### config.mk
export PLATFORM = sky130hd
export DESIGN_NAME = two_wire_humidity_sensor_master
export DESIGN_NICKNAME = d
export VERILOG_FILES = /design/src/hw/rtl/thsm_pkg.sv /design/src/hw/rtl/thsm_ctrl.sv /design/src/hw/rtl/thsm_dpath.sv /design/src/hw/rtl/two_wire_humidity_sensor_master.sv
export SDC_FILE = /design/constraint.sdc
export NUM_CORES = 2
export LEC_CHECK = 0
export BUFFER_PORTS_ARGS = -buffer_cell sky130_fd_sc_hd__buf_2
export CORE_MARGIN = 2
export CORE_UTILIZATION = 45
export CTS_CLUSTER_SIZE = 24
export DETAILED_ROUTE_END_ITERATION = 10
export GPL_ROUTABILITY_DRIVEN = 0
export GPL_TIMING_DRIVEN = 1
export PLACE_DENSITY = 0.69
export SLEW_MARGIN = 10
export SYNTH_ARGS = -nofsm -noshare
export SYNTH_HDL_FRONTEND = slang
export SYNTH_SLANG_ARGS = --single-unit
### constraint.sdc
create_clock -name clk_i -period 9.95 [get_ports clk_i]
set_clock_uncertainty 0.1 [all_clocks]
set_input_delay 1.99 -clock clk_i [delete_from_list [all_inputs] [get_ports clk_i]]
set_output_delay 1.99 -clock clk_i [all_outputs]
set_load 0.05 [all_outputs]
### src/hw/rtl/thsm_pkg.sv
// shared types and constants for the two-wire humidity sensor master
// used by thsm_ctrl, thsm_dpath and the top level; no dependencies
package thsm_pkg;

  localparam int unsigned InW   = 8;
  localparam int unsigned OutW  = 72;
  localparam int unsigned OffW  = 12;
  localparam int unsigned StepW = 4;
  localparam int unsigned AccW  = 56;

  localparam logic [OffW-1:0] OffsetReset = 12'd3970;

  localparam logic [1:0] ActIdle    = 2'd0;
  localparam logic [1:0] ActMeasure = 2'd1;
  localparam logic [1:0] ActReset   = 2'd2;
  localparam logic [1:0] ActSpare   = 2'd3;

  localparam logic [7:0] CmdTemperature = 8'h03;
  localparam logic [7:0] CmdHumidity    = 8'h05;

  // calculation steps
  localparam logic [StepW-1:0] CsMulK1   = 4'd0;
  localparam logic [StepW-1:0] CsMulK2   = 4'd1;
  localparam logic [StepW-1:0] CsMulSq   = 4'd2;
  localparam logic [StepW-1:0] CsMulK3   = 4'd3;
  localparam logic [StepW-1:0] CsMulLo   = 4'd4;
  localparam logic [StepW-1:0] CsMulHi   = 4'd5;
  localparam logic [StepW-1:0] CsAddHi   = 4'd6;
  localparam logic [StepW-1:0] CsClamp   = 4'd7;
  localparam logic [StepW-1:0] CsRound   = 4'd8;

  typedef struct packed {
    logic             tick;
    logic             calc;
    logic [StepW-1:0] step;
  } thsm_cmd_t;

  typedef struct packed {
    logic need_calc;
  } thsm_sts_t;

endpackage

### src/hw/rtl/thsm_ctrl.sv
// controller: request handshake and sequencing of the result calculation
// depends on thsm_pkg
module thsm_ctrl (
  input  logic                clk_i,
  input  logic                rst_ni,
  input  logic                in_valid_i,
  output logic                in_ready_o,
  output logic                out_valid_o,
  input  logic                out_ready_i,
  input  thsm_pkg::thsm_sts_t sts_i,
  output thsm_pkg::thsm_cmd_t cmd_o
);
  import thsm_pkg::*;

  typedef enum logic [2:0] {
    ST_IDLE = 3'b001,
    ST_CALC = 3'b010,
    ST_OUT  = 3'b100
  } ctrl_state_e;

  ctrl_state_e      state_q, state_d;
  logic [StepW-1:0] step_q, step_d;
  logic             tick;

  assign in_ready_o  = (state_q == ST_IDLE);
  assign out_valid_o = (state_q == ST_OUT);
  assign tick        = in_valid_i && in_ready_o;

  always_comb begin
    state_d = state_q;
    step_d  = step_q;
    case (state_q)
      ST_IDLE: begin
        if (tick) begin
          step_d  = CsMulK1;
          state_d = sts_i.need_calc ? ST_CALC : ST_OUT;
        end
      end
      ST_CALC: begin
        if (step_q == CsRound) begin
          state_d = ST_OUT;
        end else begin
          step_d = step_q + 4'd1;
        end
      end
      ST_OUT: begin
        if (out_ready_i) begin
          state_d = ST_IDLE;
        end
      end
      default: state_d = ST_IDLE;
    endcase
  end

  assign cmd_o.tick = tick;
  assign cmd_o.calc = (state_q == ST_CALC);
  assign cmd_o.step = step_q;

  always_ff @(posedge clk_i or negedge rst_ni) begin
    if (!rst_ni) begin
      state_q <= ST_IDLE;
      step_q  <= CsMulK1;
    end else begin
      state_q <= state_d;
      step_q  <= step_d;
    end
  end

`ifndef SYNTHESIS
  a_ready_excl: assert property (@(posedge clk_i) disable iff (!rst_ni)
    in_ready_o |-> !out_valid_o) else $error("ready while result pending");
  a_calc_end: assert property (@(posedge clk_i) disable iff (!rst_ni)
    (state_q == ST_CALC && step_q == CsRound) |=> out_valid_o)
    else $error("calculation did not end in output");
  a_out_hold: assert property (@(posedge clk_i) disable iff (!rst_ni)
    (out_valid_o && !out_ready_i) |=> out_valid_o) else $error("result dropped");
  a_step_range: assert property (@(posedge clk_i) disable iff (!rst_ni)
    cmd_o.calc |-> step_q <= CsRound) else $error("step out of range");
`endif

endmodule

### src/hw/rtl/thsm_dpath.sv
// datapath: bus phase sequencer, raw readings and fixed-point compensation
// depends on thsm_pkg
module thsm_dpath (
  input  logic                   clk_i,
  input  logic                   rst_ni,
  input  thsm_pkg::thsm_cmd_t    cmd_i,
  output thsm_pkg::thsm_sts_t    sts_o,
  input  logic [1:0]             action_i,
  input  logic                   data_in_i,
  input  logic                   cfg_we_i,
  input  logic [thsm_pkg::OffW-1:0] cfg_wdata_i,
  output logic [thsm_pkg::OutW-1:0] result_o
);
  import thsm_pkg::*;

  typedef enum logic [26:0] {
    PH_IDLE     = 27'd1,
    PH_S0       = 27'd2,
    PH_S1       = 27'd4,
    PH_S2       = 27'd8,
    PH_S3       = 27'd16,
    PH_S4       = 27'd32,
    PH_S5       = 27'd64,
    PH_CMD_LO   = 27'd128,
    PH_CMD_HI   = 27'd256,
    PH_ACK_LO   = 27'd512,
    PH_ACK_HI   = 27'd1024,
    PH_WAIT     = 27'd2048,
    PH_MSB_HI   = 27'd4096,
    PH_MSB_LO   = 27'd8192,
    PH_MACK1_LO = 27'd16384,
    PH_MACK1_HI = 27'd32768,
    PH_LSB_HI   = 27'd65536,
    PH_LSB_LO   = 27'd131072,
    PH_MACK2_LO = 27'd262144,
    PH_MACK2_HI = 27'd524288,
    PH_CRC_HI   = 27'd1048576,
    PH_CRC_LO   = 27'd2097152,
    PH_END_LO   = 27'd4194304,
    PH_END_HI   = 27'd8388608,
    PH_FINISH   = 27'd16777216,
    PH_RST_HI   = 27'd33554432,
    PH_RST_LO   = 27'd67108864
  } phase_e;

  localparam logic signed [36:0] K0 = 37'sd42949673;
  localparam logic signed [36:0] K1 = 37'sd343597;
  localparam logic signed [36:0] K2 = 37'sd685262;
  localparam logic signed [36:0] K3 = 37'sd15762529976;
  localparam logic signed [AccW-1:0] K4 = 56'sd879093906145;
  localparam logic signed [AccW-1:0] HumHi = 56'sd42520176230400;
  localparam logic signed [AccW-1:0] HumLo = 56'sd42949672960;
  localparam logic signed [AccW-1:0] Half = 56'sd2147483648;

  phase_e      phase_q, phase_d, ph_eff;
  logic [3:0]  bc_q, bc_d;
  logic [7:0]  sb_q, sb_d;
  logic [15:0] rawt_q, rawt_d, rawh_q, rawh_d;
  logic        hum_q, hum_d, err_q, err_d;
  logic        clk_q, clk_d, dlow_q, dlow_d, busy_q, busy_d, done_q, done_d;
  logic [OffW-1:0] off_q;
  logic [7:0]  cmd_byte;
  logic        cbit;

  logic signed [16:0] tres_q;
  logic [13:0]        hres_q;
  logic [35:0]        c_q;
  logic signed [AccW-1:0] mul_q, acc_q, mul_p, rnd;
  logic signed [36:0] mul_a;
  logic signed [18:0] mul_b;
  logic signed [17:0] t_w;
  logic signed [18:0] d_w;

  assign cmd_byte = hum_q ? CmdHumidity : CmdTemperature;
  assign cbit     = cmd_byte[~bc_q[2:0]];

  always_comb begin
    phase_d = phase_q;
    bc_d    = bc_q;
    sb_d    = sb_q;
    rawt_d  = rawt_q;
    rawh_d  = rawh_q;
    hum_d   = hum_q;
    err_d   = err_q;
    clk_d   = 1'b0;
    dlow_d  = 1'b0;
    busy_d  = 1'b1;
    done_d  = 1'b0;
    ph_eff  = phase_q;
    if (phase_q == PH_IDLE) begin
      if (action_i == ActMeasure) begin
        err_d  = 1'b0;
        hum_d  = 1'b0;
        rawt_d = '0;
        ph_eff = PH_S0;
      end else if (action_i == ActReset) begin
        bc_d   = '0;
        ph_eff = PH_RST_HI;
      end
    end
    case (ph_eff)
      PH_IDLE: busy_d = 1'b0;
      PH_S0: begin clk_d = 1'b1; phase_d = PH_S1; end
      PH_S1: begin clk_d = 1'b1; dlow_d = 1'b1; phase_d = PH_S2; end
      PH_S2: begin dlow_d = 1'b1; phase_d = PH_S3; end
      PH_S3: begin clk_d = 1'b1; dlow_d = 1'b1; phase_d = PH_S4; end
      PH_S4: begin clk_d = 1'b1; phase_d = PH_S5; end
      PH_S5: begin bc_d = '0; phase_d = PH_CMD_LO; end
      PH_CMD_LO: begin dlow_d = ~cbit; phase_d = PH_CMD_HI; end
      PH_CMD_HI: begin
        clk_d  = 1'b1;
        dlow_d = ~cbit;
        if (bc_q >= 4'd7) begin
          bc_d    = '0;
          phase_d = PH_ACK_LO;
        end else begin
          bc_d    = bc_q + 4'd1;
          phase_d = PH_CMD_LO;
        end
      end
      PH_ACK_LO: phase_d = PH_ACK_HI;
      PH_ACK_HI: begin
        clk_d = 1'b1;
        if (data_in_i) begin
          err_d = 1'b1;
          if (!hum_q) begin
            hum_d   = 1'b1;
            rawh_d  = '0;
            phase_d = PH_S0;
          end else begin
            phase_d = PH_FINISH;
          end
        end else begin
          phase_d = PH_WAIT;
        end
      end
      PH_WAIT: begin
        if (!data_in_i) begin
          bc_d    = '0;
          sb_d    = '0;
          phase_d = PH_MSB_HI;
        end
      end
      PH_MSB_HI, PH_LSB_HI, PH_CRC_HI: begin
        clk_d = 1'b1;
        sb_d  = {sb_q[6:0], data_in_i};
        case (ph_eff)
          PH_MSB_HI: phase_d = PH_MSB_LO;
          PH_LSB_HI: phase_d = PH_LSB_LO;
          default:   phase_d = PH_CRC_LO;
        endcase
      end
      PH_MSB_LO, PH_LSB_LO, PH_CRC_LO: begin
        if (bc_q >= 4'd7) begin
          bc_d = '0;
          case (ph_eff)
            PH_MSB_LO: begin
              if (hum_q) rawh_d = {sb_q, rawh_q[7:0]};
              else       rawt_d = {sb_q, rawt_q[7:0]};
              phase_d = PH_MACK1_LO;
            end
            PH_LSB_LO: begin
              if (hum_q) rawh_d = {rawh_q[15:8], sb_q};
              else       rawt_d = {rawt_q[15:8], sb_q};
              phase_d = PH_MACK2_LO;
            end
            default: phase_d = PH_END_LO;
          endcase
        end else begin
          bc_d = bc_q + 4'd1;
          case (ph_eff)
            PH_MSB_LO: phase_d = PH_MSB_HI;
            PH_LSB_LO: phase_d = PH_LSB_HI;
            default:   phase_d = PH_CRC_HI;
          endcase
        end
      end
      PH_MACK1_LO: begin dlow_d = 1'b1; phase_d = PH_MACK1_HI; end
      PH_MACK2_LO: begin dlow_d = 1'b1; phase_d = PH_MACK2_HI; end
      PH_MACK1_HI, PH_MACK2_HI: begin
        clk_d   = 1'b1;
        dlow_d  = 1'b1;
        bc_d    = '0;
        sb_d    = '0;
        phase_d = (ph_eff == PH_MACK1_HI) ? PH_LSB_HI : PH_CRC_HI;
      end
      PH_END_LO: phase_d = PH_END_HI;
      PH_END_HI: begin
        clk_d = 1'b1;
        if (!hum_q) begin
          hum_d   = 1'b1;
          rawh_d  = '0;
          phase_d = PH_S0;
        end else begin
          phase_d = PH_FINISH;
        end
      end
      PH_FINISH: begin
        busy_d  = 1'b0;
        done_d  = 1'b1;
        phase_d = PH_IDLE;
      end
      PH_RST_HI: begin clk_d = 1'b1; phase_d = PH_RST_LO; end
      PH_RST_LO: begin
        if (bc_q >= 4'd15) begin
          bc_d    = '0;
          phase_d = PH_IDLE;
        end else begin
          bc_d    = bc_q + 4'd1;
          phase_d = PH_RST_HI;
        end
      end
      default: begin
        busy_d  = 1'b0;
        phase_d = PH_IDLE;
      end
    endcase
  end

  assign sts_o.need_calc = (ph_eff == PH_FINISH);

  // compensation arithmetic, one shared multiplier
  assign t_w = $signed({2'b0, rawt_q}) - $signed({6'b0, off_q});
  assign d_w = 19'(t_w) - 19'sd2500;

  always_comb begin
    mul_a = K1;
    mul_b = $signed({3'b0, rawh_q});
    case (cmd_i.step)
      CsMulK1: mul_a = K1;
      CsMulK2: mul_a = K2;
      CsMulSq: mul_a = $signed({1'b0, mul_q[35:0]});
      CsMulK3: mul_a = K3;
      CsMulLo: begin mul_a = $signed({19'b0, c_q[17:0]}); mul_b = d_w; end
      CsMulHi: begin mul_a = $signed({19'b0, c_q[35:18]}); mul_b = d_w; end
      default: mul_a = K1;
    endcase
  end

  assign mul_p = mul_a * mul_b;
  assign rnd   = acc_q + Half;

  always_ff @(posedge clk_i) begin
    if (cmd_i.calc) begin
      case (cmd_i.step)
        CsMulK1: mul_q <= mul_p;
        CsMulK2: begin
          c_q   <= mul_q[35:0] + 36'(K0);
          mul_q <= mul_p;
          acc_q <= -K4;
        end
        CsMulSq: mul_q <= mul_p;
        CsMulK3: begin acc_q <= acc_q - mul_q; mul_q <= mul_p; end
        CsMulLo: begin acc_q <= acc_q + mul_q; mul_q <= mul_p; end
        CsMulHi: begin acc_q <= acc_q + mul_q; mul_q <= mul_p; end
        CsAddHi: acc_q <= acc_q + (mul_q <<< 18);
        CsClamp: begin
          if (acc_q > HumHi)      acc_q <= HumHi;
          else if (acc_q < HumLo) acc_q <= HumLo;
        end
        default: ;
      endcase
    end
  end

  always_ff @(posedge clk_i or negedge rst_ni) begin
    if (!rst_ni) begin
      phase_q <= PH_IDLE;
      bc_q    <= '0;
      sb_q    <= '0;
      rawt_q  <= '0;
      rawh_q  <= '0;
      hum_q   <= 1'b0;
      err_q   <= 1'b0;
      clk_q   <= 1'b0;
      dlow_q  <= 1'b0;
      busy_q  <= 1'b0;
      done_q  <= 1'b0;
      off_q   <= OffsetReset;
      tres_q  <= '0;
      hres_q  <= '0;
    end else begin
      if (cfg_we_i) off_q <= cfg_wdata_i;
      if (cmd_i.tick) begin
        phase_q <= phase_d;
        bc_q    <= bc_d;
        sb_q    <= sb_d;
        rawt_q  <= rawt_d;
        rawh_q  <= rawh_d;
        hum_q   <= hum_d;
        err_q   <= err_d;
        clk_q   <= clk_d;
        dlow_q  <= dlow_d;
        busy_q  <= busy_d;
        done_q  <= done_d;
      end
      if (cmd_i.calc && cmd_i.step == CsRound) begin
        tres_q <= t_w[16:0];
        hres_q <= rnd[45:32];
      end
    end
  end

  assign result_o = {4'b0, rawh_q, rawt_q, hres_q, tres_q,
                     err_q, done_q, busy_q, dlow_q, clk_q};

`ifndef SYNTHESIS
  a_done_idle: assert property (@(posedge clk_i) disable iff (!rst_ni)
    done_q |-> (!busy_q && phase_q == PH_IDLE)) else $error("done outside idle");
  a_bc_range: assert property (@(posedge clk_i) disable iff (!rst_ni)
    (phase_q != PH_RST_HI && phase_q != PH_RST_LO) |-> bc_q <= 4'd7)
    else $error("bit count out of range");
  a_phase_onehot: assert property (@(posedge clk_i) disable iff (!rst_ni)
    $onehot(phase_q)) else $error("phase not one-hot");
`endif

endmodule

### src/hw/rtl/two_wire_humidity_sensor_master.sv
// one request in, one result out; each request is accepted and then its result
// is output; on the finishing tick the 9-step shared multiplier sequence that
// compensates humidity runs in between; a new request is taken once the result
// is taken; async active-low reset clears control, bus and raw state and the
// results, and sets the temperature offset to 3970; multiplier regs keep state
// top level: joins thsm_ctrl and thsm_dpath, depends on thsm_pkg
module two_wire_humidity_sensor_master (
  input  logic                       clk_i,
  input  logic                       rst_ni,
  input  logic                       s_axis_tvalid,
  output logic                       s_axis_tready,
  input  logic [thsm_pkg::InW-1:0]   s_axis_tdata,  // action[1:0], data_in[2]
  output logic                       m_axis_tvalid,
  input  logic                       m_axis_tready,
  // clock_out, data_low, busy_res, done_res, ack_error, temperature[21:5],
  // humidity[35:22], temperature_raw[51:36], humidity_raw[67:52]
  output logic [thsm_pkg::OutW-1:0]  m_axis_tdata,
  input  logic                       cfg_we_i,
  input  logic [thsm_pkg::OffW-1:0]  cfg_wdata_i
);
  import thsm_pkg::*;

  thsm_cmd_t cmd;
  thsm_sts_t sts;

  thsm_ctrl u_ctrl (
    .clk_i       (clk_i),
    .rst_ni      (rst_ni),
    .in_valid_i  (s_axis_tvalid),
    .in_ready_o  (s_axis_tready),
    .out_valid_o (m_axis_tvalid),
    .out_ready_i (m_axis_tready),
    .sts_i       (sts),
    .cmd_o       (cmd)
  );

  thsm_dpath u_dpath (
    .clk_i       (clk_i),
    .rst_ni      (rst_ni),
    .cmd_i       (cmd),
    .sts_o       (sts),
    .action_i    (s_axis_tdata[1:0]),
    .data_in_i   (s_axis_tdata[2]),
    .cfg_we_i    (cfg_we_i),
    .cfg_wdata_i (cfg_wdata_i),
    .result_o    (m_axis_tdata)
  );

endmodule
Word level (Yosys, flattened, before mapping)
Cells that the tools add are included.
Storage, ports and cells
  register bits: 275
  output and inout bits: 74
  input port bits: 25
Cells by class
  muxes and demuxes: 66
  bitwise gates (word level): 3
  reduce and logical (&&, ||, !) cells: 29
  add/subtract/negate cells: 9
  multipliers: 1
  equal/unequal tests: 56
  order comparisons: 5
Operators with widths (count)
  27-bit case mux with 21 select lines: 1
  56-bit case mux with 5 select lines: 1
  36-bit case mux with 5 select lines: 1
  27-bit 2-to-1 mux: 6
  16-bit 2-to-1 mux: 10
  56-bit adder: 2
  56-bit 2-to-1 mux: 2
  16-bit case mux with 2 select lines: 2
  56-bit by 47-bit > comparator with 1-bit output, second input constant: 1
  56-bit by 37-bit less-than comparator with 1-bit output, second input constant: 1
  37-bit by 19-bit multiplier with 56-bit output: 1
  56-bit subtractor: 1
  27-bit by 1-bit equality test with 1-bit output, second input constant: 2
  16-bit case mux with 3 select lines: 1
  46-bit by 33-bit adder with 46-bit output, second input constant: 1
  23-bit case mux with 2 select lines: 1
  22-bit case mux with 2 select lines: 1
  21-bit case mux with 2 select lines: 1
  36-bit by 26-bit adder with 36-bit output, second input constant: 1
  4-bit 2-to-1 mux: 8
  27-bit by 10-bit equality test with 1-bit output, second input constant: 1
  27-bit by 11-bit equality test with 1-bit output, second input constant: 1
  27-bit by 12-bit equality test with 1-bit output, second input constant: 1
  27-bit by 13-bit equality test with 1-bit output, second input constant: 1
  72 further kinds: 120

Depth between registers and ports, before layout
  word-level depth: 8
  depth in mapped cells: 39

Cells and area by module
A second synthesis with hierarchy kept.
Unflattened totals
  cell total of the unflattened synthesis: 4696
  area, all modules: 41279.6 sq um
By module, submodules not included
  thsm_dpath: sequential area each 7455.9 sq um, cells each 4657, instances 1, area each 40883.0 sq um
  thsm_ctrl: sequential area each 176.4 sq um, cells each 39, instances 1, area each 396.6 sq um

Worst setup path after synthesis
Ideal clock, no wire load.
  path type: register -> register
  from: register u_dpath.rawt_q[0]
  to: register u_dpath.mul_q[55], data pin
  setup slack: 0.088 ns
  arrival: 9.496 ns
  stages on the path, launching flop included: 39
  cell sequence: dfrtp_1 -> inv_1 -> ha_1 -> fa_1 -> nor2b_1 -> o21a_1 -> o21a_1 -> o22ai_1 -> a21o_1 -> and4_1 -> o31ai_1 -> a21oi_1 -> nor2_1 -> clkbuf_1 -> nand2_1 -> fa_1 -> inv_1 -> fa_1 -> [3 not listed] -> fa_1 -> fa_1 -> inv_1 -> fa_1 -> fa_1 -> inv_1 -> ha_1 -> o21ai_0 -> o21ai_0 -> nand4_1 -> nand3_1 -> o21a_1 -> a211oi_1 -> o21ai_0 -> a221oi_1 -> o31ai_1 -> o41ai_1 -> xnor2_1
On the way
  cells in the longest elaborated chain, start to end: 4
RTL lines
  from (decl): line thsm_dpath.sv:58  | logic [15:0] rawt_q, rawt_d, rawh_q, rawh_d;
  from (signal assigned): line thsm_dpath.sv:288  | rawt_q <= rawt_d;
  16-bit by 12-bit subtractor with 17-bit output: line thsm_dpath.sv:223  | assign t_w = $signed({2'b0, rawt_q}) - $signed({6'b0, off_q});
  17-bit by 13-bit subtractor with 18-bit output: line thsm_dpath.sv:224  | assign d_w = 19'(t_w) - 19'sd2500;
  19-bit 2-to-1 mux: line thsm_dpath.sv:229  | case (cmd_i.step)
  37-bit by 19-bit multiplier with 56-bit output: line thsm_dpath.sv:240  | assign mul_p = mul_a * mul_b;
  via u_dpath.mul_p[55]: line thsm_dpath.sv:68  | logic signed [AccW-1:0] mul_q, acc_q, mul_p, rnd;
  to (signal assigned): line thsm_dpath.sv:246  | CsMulK1: mul_q <= mul_p;
  to (signal assigned): line thsm_dpath.sv:249  | mul_q <= mul_p;
  to (signal assigned): line thsm_dpath.sv:252  | CsMulSq: mul_q <= mul_p;
  to (decl): line thsm_dpath.sv:68
The timed path passes the listed nets, and every way through them passes these cells.
A chain may end at the register's enable or synchronous reset.

Worst setup path in the final report
Ends and elaborated chain as after synthesis.

==> impl_metrics.ini <==
[grt]
track_usage = 0.255
grt_overflow = 0
grt_first_pass_wirelength_mm = 187
antenna_found_initial = 5
grt_start_max_net_pins = 81
first_global_vias = 33600

[logic_synthesis]
synth-edff-count = 148
synth_top_area_share = 0.286
synth_area_um2 = 40600
yosys_warnings = 0
ys_ff_latch = 275
async_flop_share = 0.462
synth_largest_area_cell = fa_1
ys_types = 86
synthTopCellsByArea = fa_1, edfxtp_1, ha_1, dfrtp_1, nand2_1
ys.flop_type = edfxtp_1
synth.most_common_cell = nand2_1
syn_avg_cell_area_um2 = 8.85
netlist_top_cells_count = nand2_1, inv_1, fa_1
synthCells = 4592
seq_area_frac_synth = 0.188

[place]
portBuffers = 89
dp_hpwl_mm = 93.5
post-place-cells = 5913
pre_cts_ws_ns = -0.368

[setup_path]
slowest_delay_ns = 0.55
crit_fanout = 7
ff2ff_path_depth = 41
startpoint_type = flip-flop
timing.setup.critical_path_class = flip-flop to flip-flop
crit_arrival_ns = 9.91
required_ns = 10.20
critical_path.slowest_cell = fa_1
end_kind = flip-flop

[layout]
drive_gt1_frac = 0.111
num-nets-final = 5703
diodes = 0
stdcell_count = 5988
syn2layout_area_growth_pct = 12.2
final_util = 0.508

[timing]
fmax_mhz = 104
hold_violations = 0
post-route-period-util = 0.971
min_period_ns = 9.66
fin_ws_ns = 0.290
worst_slew_pin_slew_ns = 1.11
max_slew_margin = 0.252
setup_viol = 0
whs_ns = 0.374
grt_setup_unrepaired = true
fin_tns_setup_ns = 0
drv_slew = 0

[clock_network]
clk_latency_ns = 0.60
root_buffer = clkbuf_16
path_clk_slew_ns = 0.07
cts_sinks = 275
h-tree-depth = 1
postCtsHoldBufs = 0
cts_buffers = 30
max-clock-path-buffers = 3
cts_tree = done

[die]
start_util = 0.453
die_y_um = 304
rows = 110
die_w_um = 304
ioPinCount = 99
core_um2 = 89700
die-area_um2 = 92700

[drt]
dr.pass1.iters = 6
finalWirelength_mm = 119
avgRoutedWirePerCell_um = 19.8
viasPerCell = 5.64
drc = 0
via_count = 33800
drt_iter0_markers = 2922
ant_nets = 0

[hold_path]
min_path_cells = 2
min_path_type = flip-flop to flip-flop

[run_status]
status = complete, no violations

[job]
drv_cap = 0

[pwr]
vdd.ir_drop.worst_mv = 0.126
power_leakage_nw = 22.2
power.density_nw_per_um2 = 64.6
[per-stage QoR]
| stage | instance area [µm²] | power [mW] |
|---|---|---|
| after floorplan | 40800 | 1.62 |
| after global placement | 43900 | 1.76 |
| after detailed placement | 43900 | 1.76 |
| after CTS | 45000 | 2.93 |
| after global routing | 45600 | 3.06 |
| final | 45600 | 2.94 |
[worst max-delay path, delay by kind of cell, from the launching register on]
family	cells	cell delay [ns]
adder cells (fa/ha/maj)	10	3.91
XOR/XNOR	3	0.33
buffers and inverters	9	1.27
flip-flops	1	0.38
AND/OR/NAND/NOR	5	0.48
AO/OA/AOI/OAI	14	2.90
[per-layer routing]
metal	vias to the layer above	global-route usage	part of all wire	routed length, µm
met5	-	0	0.00034	40
li1	15400	-	-	-
met4	6	0.0895	0.039	4680
met2	1415	0.415	0.47	55300
met1	16800	0.345	0.41	48400
met3	249	0.0404	0.088	10500
[where the power goes]
part / total (mW) / leakage (nW) / switching, mW / internal, mW
Clock: 1.17 / 0.502 / 0.495 / 0.680
Sequential: 1.24 / 3.07 / 0.0204 / 1.22
Combinational: 0.526 / 18.6 / 0.331 / 0.195
Total: 2.94 / 22.2 / 0.846 / 2.10
[layout make-up]
type                       instances  area (µm²)
tap                             1176        1470
clock inverter                    15         161
clock buffer                      40         855
inverter                         643        2420
timing repair buffer             353        2710
multi-input combinational       3486       30400
fill                            8367       44100
sequential                       275        7630
[path summary, 6_finish.rpt]
path                              startpoint                  to  slack, ns
min reg2reg                u_dpath.hres_q[1]   u_dpath.hres_q[1]       0.37
min in group asynchronous             rst_ni  u_dpath.phase_q[6]       1.31
max in group asynchronous             rst_ni   u_dpath.hres_q[1]       7.34
max                        u_dpath.rawt_q[0]   u_dpath.mul_q[55]       0.29
max reg2reg                u_dpath.rawt_q[0]   u_dpath.mul_q[55]       0.29
min                        u_dpath.hres_q[1]   u_dpath.hres_q[1]       0.37
[cells in the final DEF, fill, tap and decap left out, types with 35 or more instances in the layout]
master     synthesis  layout
nor3_1            60      60
conb_1             2      40
ha_1             309     306
nand3_1           70      68
clkbuf_16          0      35
fa_1             580     579
xnor2_1          136     129
and2_1            58      58
o21ai_0          201     191
dfrtp_1          119     119
buf_4              9     242
buf_2             11      88
nor2_1           293     284
nand4_1           39      39
a21oi_1          215     204
xor2_1           122     119
inv_1            643     641
nand2_1          744     740
edfxtp_1         148     148
a21o_1           103     102
[logic make-up (layout without fill, tap and decap cells)]
group,after synthesis,after routing,share of synthesized area
flip-flops,275,275,0.188
other,2,40,0.000185
multiplexers,12,12,0.00323
AO/OA/AOI/OAI,803,803,0.126
AND/OR/NAND/NOR,1484,1484,0.165
XOR/XNOR,258,258,0.0556
adder cells (fa/ha/maj),889,889,0.381
buffers and inverters,869,1051,0.0817
[flip-flops by register name, summed over array words and instances (netlist names), 3 cells and up]
register,cells
u_dpath.acc_q,56
u_dpath.mul_q,56
u_dpath.c_q,36
u_dpath.phase_q,27
u_dpath.tres_q,17
u_dpath.rawh_q,16
u_dpath.rawt_q,16
u_dpath.hres_q,14
u_dpath.off_q,12
u_dpath.sb_q,8
u_ctrl.step_q,4
u_dpath.bc_q,4
u_ctrl.state_q,3
[repair_timing]
action	in CTS	in global routing
pin swaps	2	23
endpoints found under the setup margin	13	17
buffers inserted	1	16
resized for setup	20	77
gates cloned	0	3
No activity file was read; power rests on OpenSTA's default activity.
